## src/hdl/ipidc_pkg.sv

```systemverilog
`timescale 1ns / 1ps

package ipidc_pkg;

    // Widest data word that the configuration port carries.
    localparam int unsigned BUS_W  = 32;
    localparam int unsigned ADDR_W = 5;
    localparam int unsigned IDX_W  = 3;

    // Register indexes on the configuration port.
    localparam logic [IDX_W-1:0] REG_GAIN_PROP  = 3'd0;
    localparam logic [IDX_W-1:0] REG_GAIN_INTEG = 3'd1;
    localparam logic [IDX_W-1:0] REG_GAIN_DERIV = 3'd2;
    localparam logic [IDX_W-1:0] REG_DELTA_MAX  = 3'd3;
    localparam logic [IDX_W-1:0] REG_DELTA_MIN  = 3'd4;
    localparam logic [IDX_W-1:0] REG_DRIVE_MAX  = 3'd5;
    localparam logic [IDX_W-1:0] REG_DRIVE_MIN  = 3'd6;
    localparam logic [IDX_W-1:0] REG_DIRECTION  = 3'd7;

    // Item actions.
    localparam logic ACT_UPDATE = 1'b0;
    localparam logic ACT_CLEAR  = 1'b1;

    // Drive directions.
    localparam logic DIR_ADD = 1'b0;
    localparam logic DIR_SUB = 1'b1;

    // Limit status codes.
    localparam logic [1:0] ST_WITHIN = 2'd0;
    localparam logic [1:0] ST_AT_MAX = 2'd1;
    localparam logic [1:0] ST_AT_MIN = 2'd2;

    // Configuration as seen by the datapath, sign-extended to the bus width.
    typedef struct packed {
        logic signed [BUS_W-1:0] gain_prop;
        logic signed [BUS_W-1:0] gain_integ;
        logic signed [BUS_W-1:0] gain_deriv;
        logic signed [BUS_W-1:0] delta_max;
        logic signed [BUS_W-1:0] delta_min;
        logic signed [BUS_W-1:0] drive_max;
        logic signed [BUS_W-1:0] drive_min;
        logic                    direction;
    } t_cfg;

endpackage

```

## src/hdl/ipidc_drive.sv

```systemverilog
`timescale 1ns / 1ps

module ipidc_drive #(
    parameter int DATA_WIDTH = 32
) (
    input  logic                         i_clk,
    input  logic                         i_rst_n,
    input  ipidc_pkg::t_cfg              i_cfg,
    input  logic                         i_valid,
    output logic                         o_ready,
    input  logic                         i_action,
    input  logic signed [DATA_WIDTH-1:0] i_delta,
    output logic                         o_valid,
    input  logic                         i_stall,
    output logic signed [DATA_WIDTH-1:0] o_drive,
    output logic [1:0]                   o_limit_status
);

    localparam int W  = DATA_WIDTH;
    localparam int FW = W + 1;

    // The stored drive is also the output register of the drive field.
    logic                r_valid;
    logic signed [W-1:0] r_drive;
    logic [1:0]          r_status;

    logic signed [W-1:0]  n_drive;
    logic [1:0]           n_status;
    logic signed [FW-1:0] f_sum;
    logic signed [FW-1:0] f_max;
    logic signed [FW-1:0] f_min;
    logic                 load;

    assign o_ready = !r_valid || !i_stall;
    assign load    = i_valid && o_ready;

    always_comb begin
        f_max = FW'($signed(i_cfg.drive_max[W-1:0]));
        f_min = FW'($signed(i_cfg.drive_min[W-1:0]));
        if (i_cfg.direction == ipidc_pkg::DIR_SUB) begin
            f_sum = FW'(r_drive) - FW'(i_delta);
        end else begin
            f_sum = FW'(r_drive) + FW'(i_delta);
        end
        if (i_action == ipidc_pkg::ACT_CLEAR) begin
            n_drive  = r_drive;
            n_status = ipidc_pkg::ST_WITHIN;
        end else if (f_sum >= f_max) begin
            n_drive  = $signed(i_cfg.drive_max[W-1:0]);
            n_status = ipidc_pkg::ST_AT_MAX;
        end else if (f_sum <= f_min) begin
            n_drive  = $signed(i_cfg.drive_min[W-1:0]);
            n_status = ipidc_pkg::ST_AT_MIN;
        end else begin
            n_drive  = f_sum[W-1:0];
            n_status = ipidc_pkg::ST_WITHIN;
        end
    end

    always_ff @(posedge i_clk) begin
        if (!i_rst_n) begin
            r_valid <= 1'b0;
            r_drive <= '0;
        end else begin
            if (o_ready) begin
                r_valid <= i_valid;
            end
            if (load) begin
                r_drive <= n_drive;
            end
        end
    end

    always_ff @(posedge i_clk) begin
        if (load) begin
            r_status <= n_status;
        end
    end

    assign o_valid        = r_valid;
    assign o_drive        = r_drive;
    assign o_limit_status = r_status;

endmodule

```

## config.mk

```make
export PLATFORM = sky130hd
export DESIGN_NAME = ipidc_drive
export DESIGN_NICKNAME = d
export VERILOG_FILES = /design/src/hdl/ipidc_pkg.sv /design/src/hdl/ipidc_drive.sv
export SDC_FILE = /design/constraint.sdc
export NUM_CORES = 1
export LEC_CHECK = 0
export ABC_AREA = 0
export BUFFER_PORTS_ARGS = -buffer_cell sky130_fd_sc_hd__buf_2
export CAP_MARGIN = 20
export CORE_AREA = 2 2 116 118
export CTS_CLUSTER_SIZE = 14
export DETAILED_ROUTE_END_ITERATION = 10
export DIE_AREA = 0 0 118 120
export PLACE_DENSITY = 0.84
export REMOVE_ABC_BUFFERS = 1
export SLEW_MARGIN = 5
export SYNTH_ARGS = -nofsm -noshare
export SYNTH_HDL_FRONTEND = slang
export SYNTH_SLANG_ARGS = --single-unit
```

## constraint.sdc

```tcl
create_clock -name i_clk -period 9.5 [get_ports i_clk]
set_input_delay 0.95 -clock i_clk [delete_from_list [all_inputs] [get_ports i_clk]]
set_output_delay 0.95 -clock i_clk [all_outputs]
set_load 0.01 [all_outputs]
```

==> results of run 1 <==
## cells in the mapped netlist, types with 4 or more instances
library cell | count | share of area (%)
a31oi_1 | 9 | 0.94
nand4_1 | 15 | 1.6
o21bai_1 | 6 | 0.76
nand2b_1 | 7 | 0.73
nand2_1 | 37 | 2.3
nor4_1 | 6 | 0.63
xor2_1 | 13 | 1.9
nor2_1 | 61 | 3.8
and3_1 | 7 | 0.73
or3_1 | 8 | 0.84
inv_1 | 82 | 5.2
a211oi_1 | 4 | 0.50
o21ai_0 | 27 | 2.3
ha_1 | 99 | 21
and2_1 | 4 | 0.42
nor3_1 | 21 | 1.8
clkbuf_1 | 24 | 1.5
xnor2_1 | 45 | 6.6
nor2b_1 | 8 | 0.84
mux2_2 | 9 | 1.7
a21oi_1 | 80 | 6.7
nor3b_1 | 5 | 0.63
nand3_1 | 44 | 3.7
a21o_1 | 30 | 3.8
o211ai_1 | 13 | 1.6
mux2i_1 | 24 | 4.0
o21ai_1 | 18 | 1.5
dfxtp_1 | 33 | 11
## metrics by stage
step	hold slack (ns)	total power [uW]	setup slack, ns
floorplan	0.494	805	2.14
global placement	0.463	1010	1.49
detailed placement	0.469	1030	1.42
CTS	0.478	1210	1.72
global route	0.502	1320	1.19
finish	0.474	1220	1.73
## routing by layer
layer | wire (um) | part of all wire [%] | global-route usage [%] | up-vias
met1 | 8590 | 46 | 36.0 | 2927
met5 | 13 | 0.069 | 0 | -
met3 | 1930 | 10 | 5.61 | 24
met4 | 298 | 1.6 | 7.53 | 2
met2 | 8040 | 43 | 40.8 | 288
li1 | - | - | - | 3162
## cell families after synthesis
family | Yosys count | share of synthesized area (%)
simple gates | 235 | 19.9
compound gates | 230 | 24.9
buf+inv | 112 | 7.75
fa+ha+maj | 100 | 21.1
xor+xnor | 58 | 8.52
flops | 35 | 12.1
mux | 33 | 5.73
## area by class of cell
class / count / area [sq um]
timing repair buffer: 144 / 738
inverter: 82 / 308
clock buffer: 7 / 143
fill: 1296 / 6070
sequential: 35 / 721
multi-input combinational: 656 / 4780
clock inverter: 1 / 5.00
tap: 176 / 220
## worst max-delay path, stage by stage
cell and delay, ns:
buf_2 0.13, nor3_1 0.27, nand3_1 0.14, nor3_1 0.48, nand2_1 0.27, or3_1 0.42
nor2_1 0.33, a21oi_1 0.16, xnor2_1 0.17, ha_1 0.47, nand3_1 0.14, nor3_1 0.34
nand4_1 0.23, a311oi_1 0.44, a21o_1 0.17, a21oi_1 0.08, xnor2_1 0.16, ha_1 0.23
or4_1 0.51, a21oi_1 0.14, a32oi_1 0.14, or2_1 0.28, o31ai_4 0.18, buf_4 0.42
mux2_2 0.39, o21ai_1 0.20, a21boi_1 0.09
## power breakdown
| group | switching (uW) | total, uW | internal [uW] |
|---|---|---|---|
| Clock | 73.5 | 178 | 104 |
| Combinational | 495 | 857 | 362 |
| Sequential | 16.4 | 184 | 167 |
## flip-flops by register name, indices dropped and copies added, names as in the netlist
name            count
o_drive            32
o_valid             1
o_limit_status      2
## final timing paths
path | startpoint | endpoint | slack (ns) | depth (start not counted)
worst max-delay path | i_delta[4] | o_drive[18] | 1.73 | 27
worst min-delay path | o_drive[0] | o_drive[0] | 0.47 | 2
worst max register to register | o_drive[0] | o_drive[18] | 4.04 | 23
worst min register to register | o_drive[0] | o_drive[0] | 0.47 | 2
==> results.ini, run 1 <==
[run_status]
status = complete, no violations

[die]
ioPinCount = 298
core.rowCount = 42
die_w_um = 118
die_area_sq_um = 14200
die_h_um = 120
start_util_pct = 45.9
core_area_sq_um = 13000

[detailed_routing]
via_per_inst = 5.82
antenna_left = 0
wire_per_inst_um = 17.1
drc = 0
drt-initial-drc-count = 410
drt_pass1_iterations = 5
routed_wl_um = 18900
vias = 6403

[synthesis]
async_flop_share_pct = 0
syn-cell-area_sq_um = 5960
syn_inst = 803
syn_area_per_cell_sq_um = 7.42
synth-edff-count = 2
ys_warn_count = 0
synth-seq-cells = 35
ys_types = 69
yosysSeqAreaShare_pct = 12.1
synthFlopType = dfxtp_1

[layout]
mostFrequentLayoutCell = buf_2
stdcell_count = 1101
final_area_sq_um = 6910
antenna_cells = 0
syn_to_final_growth_pct = 16.0
fin_util_pct = 53.3
layout_common_cells = buf_2, ha_1, inv_1, a21oi_1, nor2_1
finalNetCount = 1286
drive_above_1_share_pct = 18.6

[min_path]
timing.hold.worst.class = reg -> reg

[pwr]
p_per_area_nw_per_um2 = 176
leakagePower_uw = 0.00351
peakVddDrop_v = 0.0000857

[timing]
fmax_mhz = 129
finalHoldViolations = 0
rsz0062_at_grt = no
finalClockSkew_ns = 0.00655
tns_ns = 0
min_period_over_period_pct = 81.8
period_minus_slack_ns = 7.77
tightestPinTransition_ns = 0.880
maxSlewViolCount = 0
relSlewSlack_pct = 40.8
setup_viol = 0

[global_routing]
grt.overflow.total = 0
grt_pass1_wl_um = 29400
grt.total_usage_pct = 26.1
grt_max_degree = 38
antenna_found_initial = 3
first_global_vias = 5907

[placed_design]
place_area_sq_um = 6770
port_buffers = 137
place_congestion = 0.957
place_hpwl_um = 15300
dp_cells = 1093

[run]
max_cap_violations = 0

[clocking]
cts.sinks = 35
path_clk_slew_ns = 0.06
cts_resized = 0
cts_made_buffers = 5
clock_latency_ns = 0.30
htree_levels = 2
post_cts_buffers = 0
hold_buffers = 0
cts_buffer_depth = 2
cts_tree = built
root_buffer = clkbuf_16

[setup_path]
crit_path_end_kind = flop
cp-start-kind = input pin
crit_type = in -> reg
crit_fanout = 28
crit_arrival_ns = 7.95
cp.required_ns = 9.68

Note: power is estimated with default switching activity, not from simulation.
==> run 2, diff against run 1 <==
--- a/config.mk
+++ b/config.mk
@@ -8,11 +8,11 @@
 export ABC_AREA = 0
 export BUFFER_PORTS_ARGS = -buffer_cell sky130_fd_sc_hd__buf_2
 export CAP_MARGIN = 20
-export CORE_AREA = 2 2 116 118
+export CORE_AREA = 2 2 115 117
 export CTS_CLUSTER_SIZE = 14
 export DETAILED_ROUTE_END_ITERATION = 10
-export DIE_AREA = 0 0 118 120
-export PLACE_DENSITY = 0.84
+export DIE_AREA = 0 0 117 119
+export PLACE_DENSITY = 0.85
 export REMOVE_ABC_BUFFERS = 1
 export SLEW_MARGIN = 5
 export SYNTH_ARGS = -nofsm -noshare
==> constraint.sdc (replaced) <==
create_clock -name i_clk -period 7.4 [get_ports i_clk]
set_input_delay 0.74 -clock i_clk [delete_from_list [all_inputs] [get_ports i_clk]]
set_output_delay 0.74 -clock i_clk [all_outputs]
set_load 0.01 [all_outputs]
==> run 2 against run 1 <==
Effect of this change: first-iteration DRC count rose by 29%; sequential power grew 29%; power is 34% higher; clock skew down 0.00088 ns; clock power grew 30%; combinational power up 37%; via count increased by 0.22%; critical path depth up 2; worst hold slack worse by 0.0032 ns; core utilization increased by 1.5 points; critical path type unchanged.
==> results.ini, run 2 (synthesis results as in run 1) <==
[run_status]
status = complete, no violations  ; unchanged

[setup_path]
crit_top_cell = a21oi_1
crit_path_end_kind = flop  ; unchanged
startpoint = i_delta[8]  ; was i_delta[4]
r2r-start = o_drive[0]  ; unchanged
reg2reg_to = o_drive[18]  ; unchanged
reg2reg_depth = 23  ; unchanged
crit_fanout = 16  ; was 28
cp.required_ns = 7.59  ; was 9.68 ns
r2r_setup_slack_ns = 2.07  ; was 4.04 ns
crit_type = in -> reg  ; unchanged
crit_path_max_incr_delay_ns = 0.51  ; about the same
cp-start-kind = input pin  ; unchanged
slowest_stage = or4_1  ; unchanged
worst-path-stages = 29  ; was 27
critPathTopFamily = compound AO/OA/AOI/OAI gates  ; was simple AND/OR/NAND/NOR gates
crit_arrival_ns = 6.89  ; was 7.95 ns
path_buf_inv = 4  ; was 2
critPathCapture = o_drive[18]  ; unchanged

[die]
die_area_sq_um = 13900  ; was 14,200 sq um
start_util_pct = 46.3  ; was 45.9%
core.rowCount = 42  ; unchanged
ioPinCount = 298  ; unchanged
die_h_um = 119  ; was 120 um
die_w_um = 117  ; was 118 um
core_area_sq_um = 12900  ; was 13,000 sq um

[layout]
drive_above_1_share_pct = 20.0  ; was 18.6%
mostFrequentLayoutCell = buf_2  ; unchanged
largest_register_ffs = 32  ; unchanged
finalNetCount = 1301  ; was 1,286
nFillCells = 1260  ; was 1,296
syn_to_final_growth_pct = 18.4  ; was 16.0%
layout_common_cells = buf_2, ha_1, inv_1, a21oi_1, nor2_1  ; unchanged

[timing]
fmax_mhz = 149
finalClockSkew_ns = 0.00567  ; was 0.00655 ns
relSlewSlack_pct = 42.2  ; was 40.8%
period_minus_slack_ns = 6.70
tns_ns = 0  ; unchanged
finalHoldViolations = 0  ; unchanged
maxSlewViolCount = 0  ; unchanged
rsz0062_at_grt = no  ; unchanged
tightestPinTransition_ns = 0.865  ; was 0.880 ns
min_period_over_period_pct = 90.6
setup_viol = 0  ; unchanged

[pwr]
clkPwrFrac_pct = 14.1  ; was 14.6%
peakVddDrop_v = 0.000117  ; was 0.0000857 V
power.internal_uw = 860  ; was 633 uW
power.total_uw = 1640  ; was 1220 uW
leakagePower_uw = 0.00359  ; was 0.00351 uW
power_frac_comb_pct = 71.3  ; was 70.3%
p_switching_uw = 776  ; was 585 uW
swShare_pct = 47.5  ; was 48.0%
p_per_area_nw_per_um2 = 232  ; was 176 nW/um^2
pwr-share-seq_pct = 14.5  ; was 15.1%

[detailed_routing]
drc = 0  ; unchanged
via_per_inst = 5.74  ; was 5.82
wire_per_inst_um = 17.2  ; was 17.1 um
vias = 6417  ; was 6,403
drt-initial-drc-count = 528  ; was 410
drt_pass1_iterations = 5  ; unchanged
antenna_left = 0  ; unchanged
routed_wl_um = 19200  ; was 18,900 um

[clocking]
cts_made_buffers = 5  ; unchanged
clock_latency_ns = 0.31  ; was 0.30 ns
cts_buffer_depth = 2  ; unchanged
cts_tree = built  ; unchanged
cts.sinks = 35  ; unchanged
hold_buffers = 0  ; unchanged
path_clk_slew_ns = 0.06  ; about the same
htree_levels = 2  ; unchanged
post_cts_buffers = 0  ; unchanged
cts_resized = 0  ; unchanged
root_buffer = clkbuf_16  ; unchanged

[global_routing]
antenna_found_initial = 2  ; was 3
grt_pass1_wl_um = 30300  ; was 29,400 um
grt.total_usage_pct = 27.7  ; was 26.1%
grt.overflow.total = 0  ; unchanged
grt_max_degree = 38  ; unchanged
first_global_vias = 6039  ; was 5,907

[placed_design]
place_congestion = 0.965  ; was 0.957
place_hpwl_um = 15600  ; was 15,300 um
port_buffers = 137  ; unchanged

[min_path]
timing.hold.worst.class = reg -> reg  ; unchanged
worstHoldStart = o_drive[18]  ; was o_drive[0]

[run]
max_cap_violations = 0  ; unchanged

==> run 2: cell count changes in the layout (fill, tap and decap cells not counted), sizes merged <==
cell	change
diode	+1
clkinv	+1
clkinvlp	+1
buf	+15
clkbuf	-2
==> run 2: cell type report <==
cell class	instances	area, sq um	area share, %
flip-flops and latches	35	721	10.2
multi-input cells	656	4780	67.7
inverters	82	308	4.36
repair buffers	159	876	12.4
clock inverters	3	25.0	0.355
diodes	1	2.50	0.0355
clock buffers	5	125	1.77
well taps	176	220	3.12
==> run 2: power groups by stage <==
| stage | clock, uW | combinational (uW) | sequential [uW] |
|---|---|---|---|
| floorplan | 0 | 788 | 246 |
| global placement | 0 | 1120 | 241 |
| detailed placement | 0 | 1140 | 241 |
| CTS | 233 | 1150 | 237 |
| global route | 238 | 1290 | 240 |
| finish | 231 | 1170 | 238 |
==> run 2: worst min-delay path: cells and delay by family (launching register included) <==
family          cells  cell delay, ns
flops               1            0.32
simple gates        1            0.05
compound gates      1            0.05
==> run 2: how the worst min path moves through the flow <==
| stage | endpoint | slack, ns | cells past startpoint |
|---|---|---|---|
| finish | o_drive[18] | 0.47 | 2 |
| global placement | o_drive[18] | 0.46 | 2 |
| global route | o_drive[17] | 0.50 | 2 |
| CTS | o_drive[18] | 0.47 | 2 |
| floorplan | o_drive[10] | 0.49 | 2 |
| detailed placement | o_drive[18] | 0.46 | 2 |
==> run 2: layer usage <==
layer	wire length [um]	global-route usage (%)	vias to the layer above
met4	368	7.57	0
li1	-	-	3189
met2	8110	42.6	272
met1	8790	38.1	2928
met5	0	0	-
met3	1970	7.38	28
==> run 2: through the flow <==
stage          instances  hold WS (ns)  worst slack (ns)  instance area, sq um  utilization, %
2_1_floorplan        773         0.494             0.248                  5810               -
3_3_place_gp        1108         0.464             0.446                  6900            53.6
3_5_place_dp        1108         0.462             0.409                  6900            53.6
4_1_cts             1116         0.471             0.728                  7050            54.8
5_1_grt             1116         0.500             0.277                  7050            54.8
6_report            1117         0.471             0.698                  7060            54.8
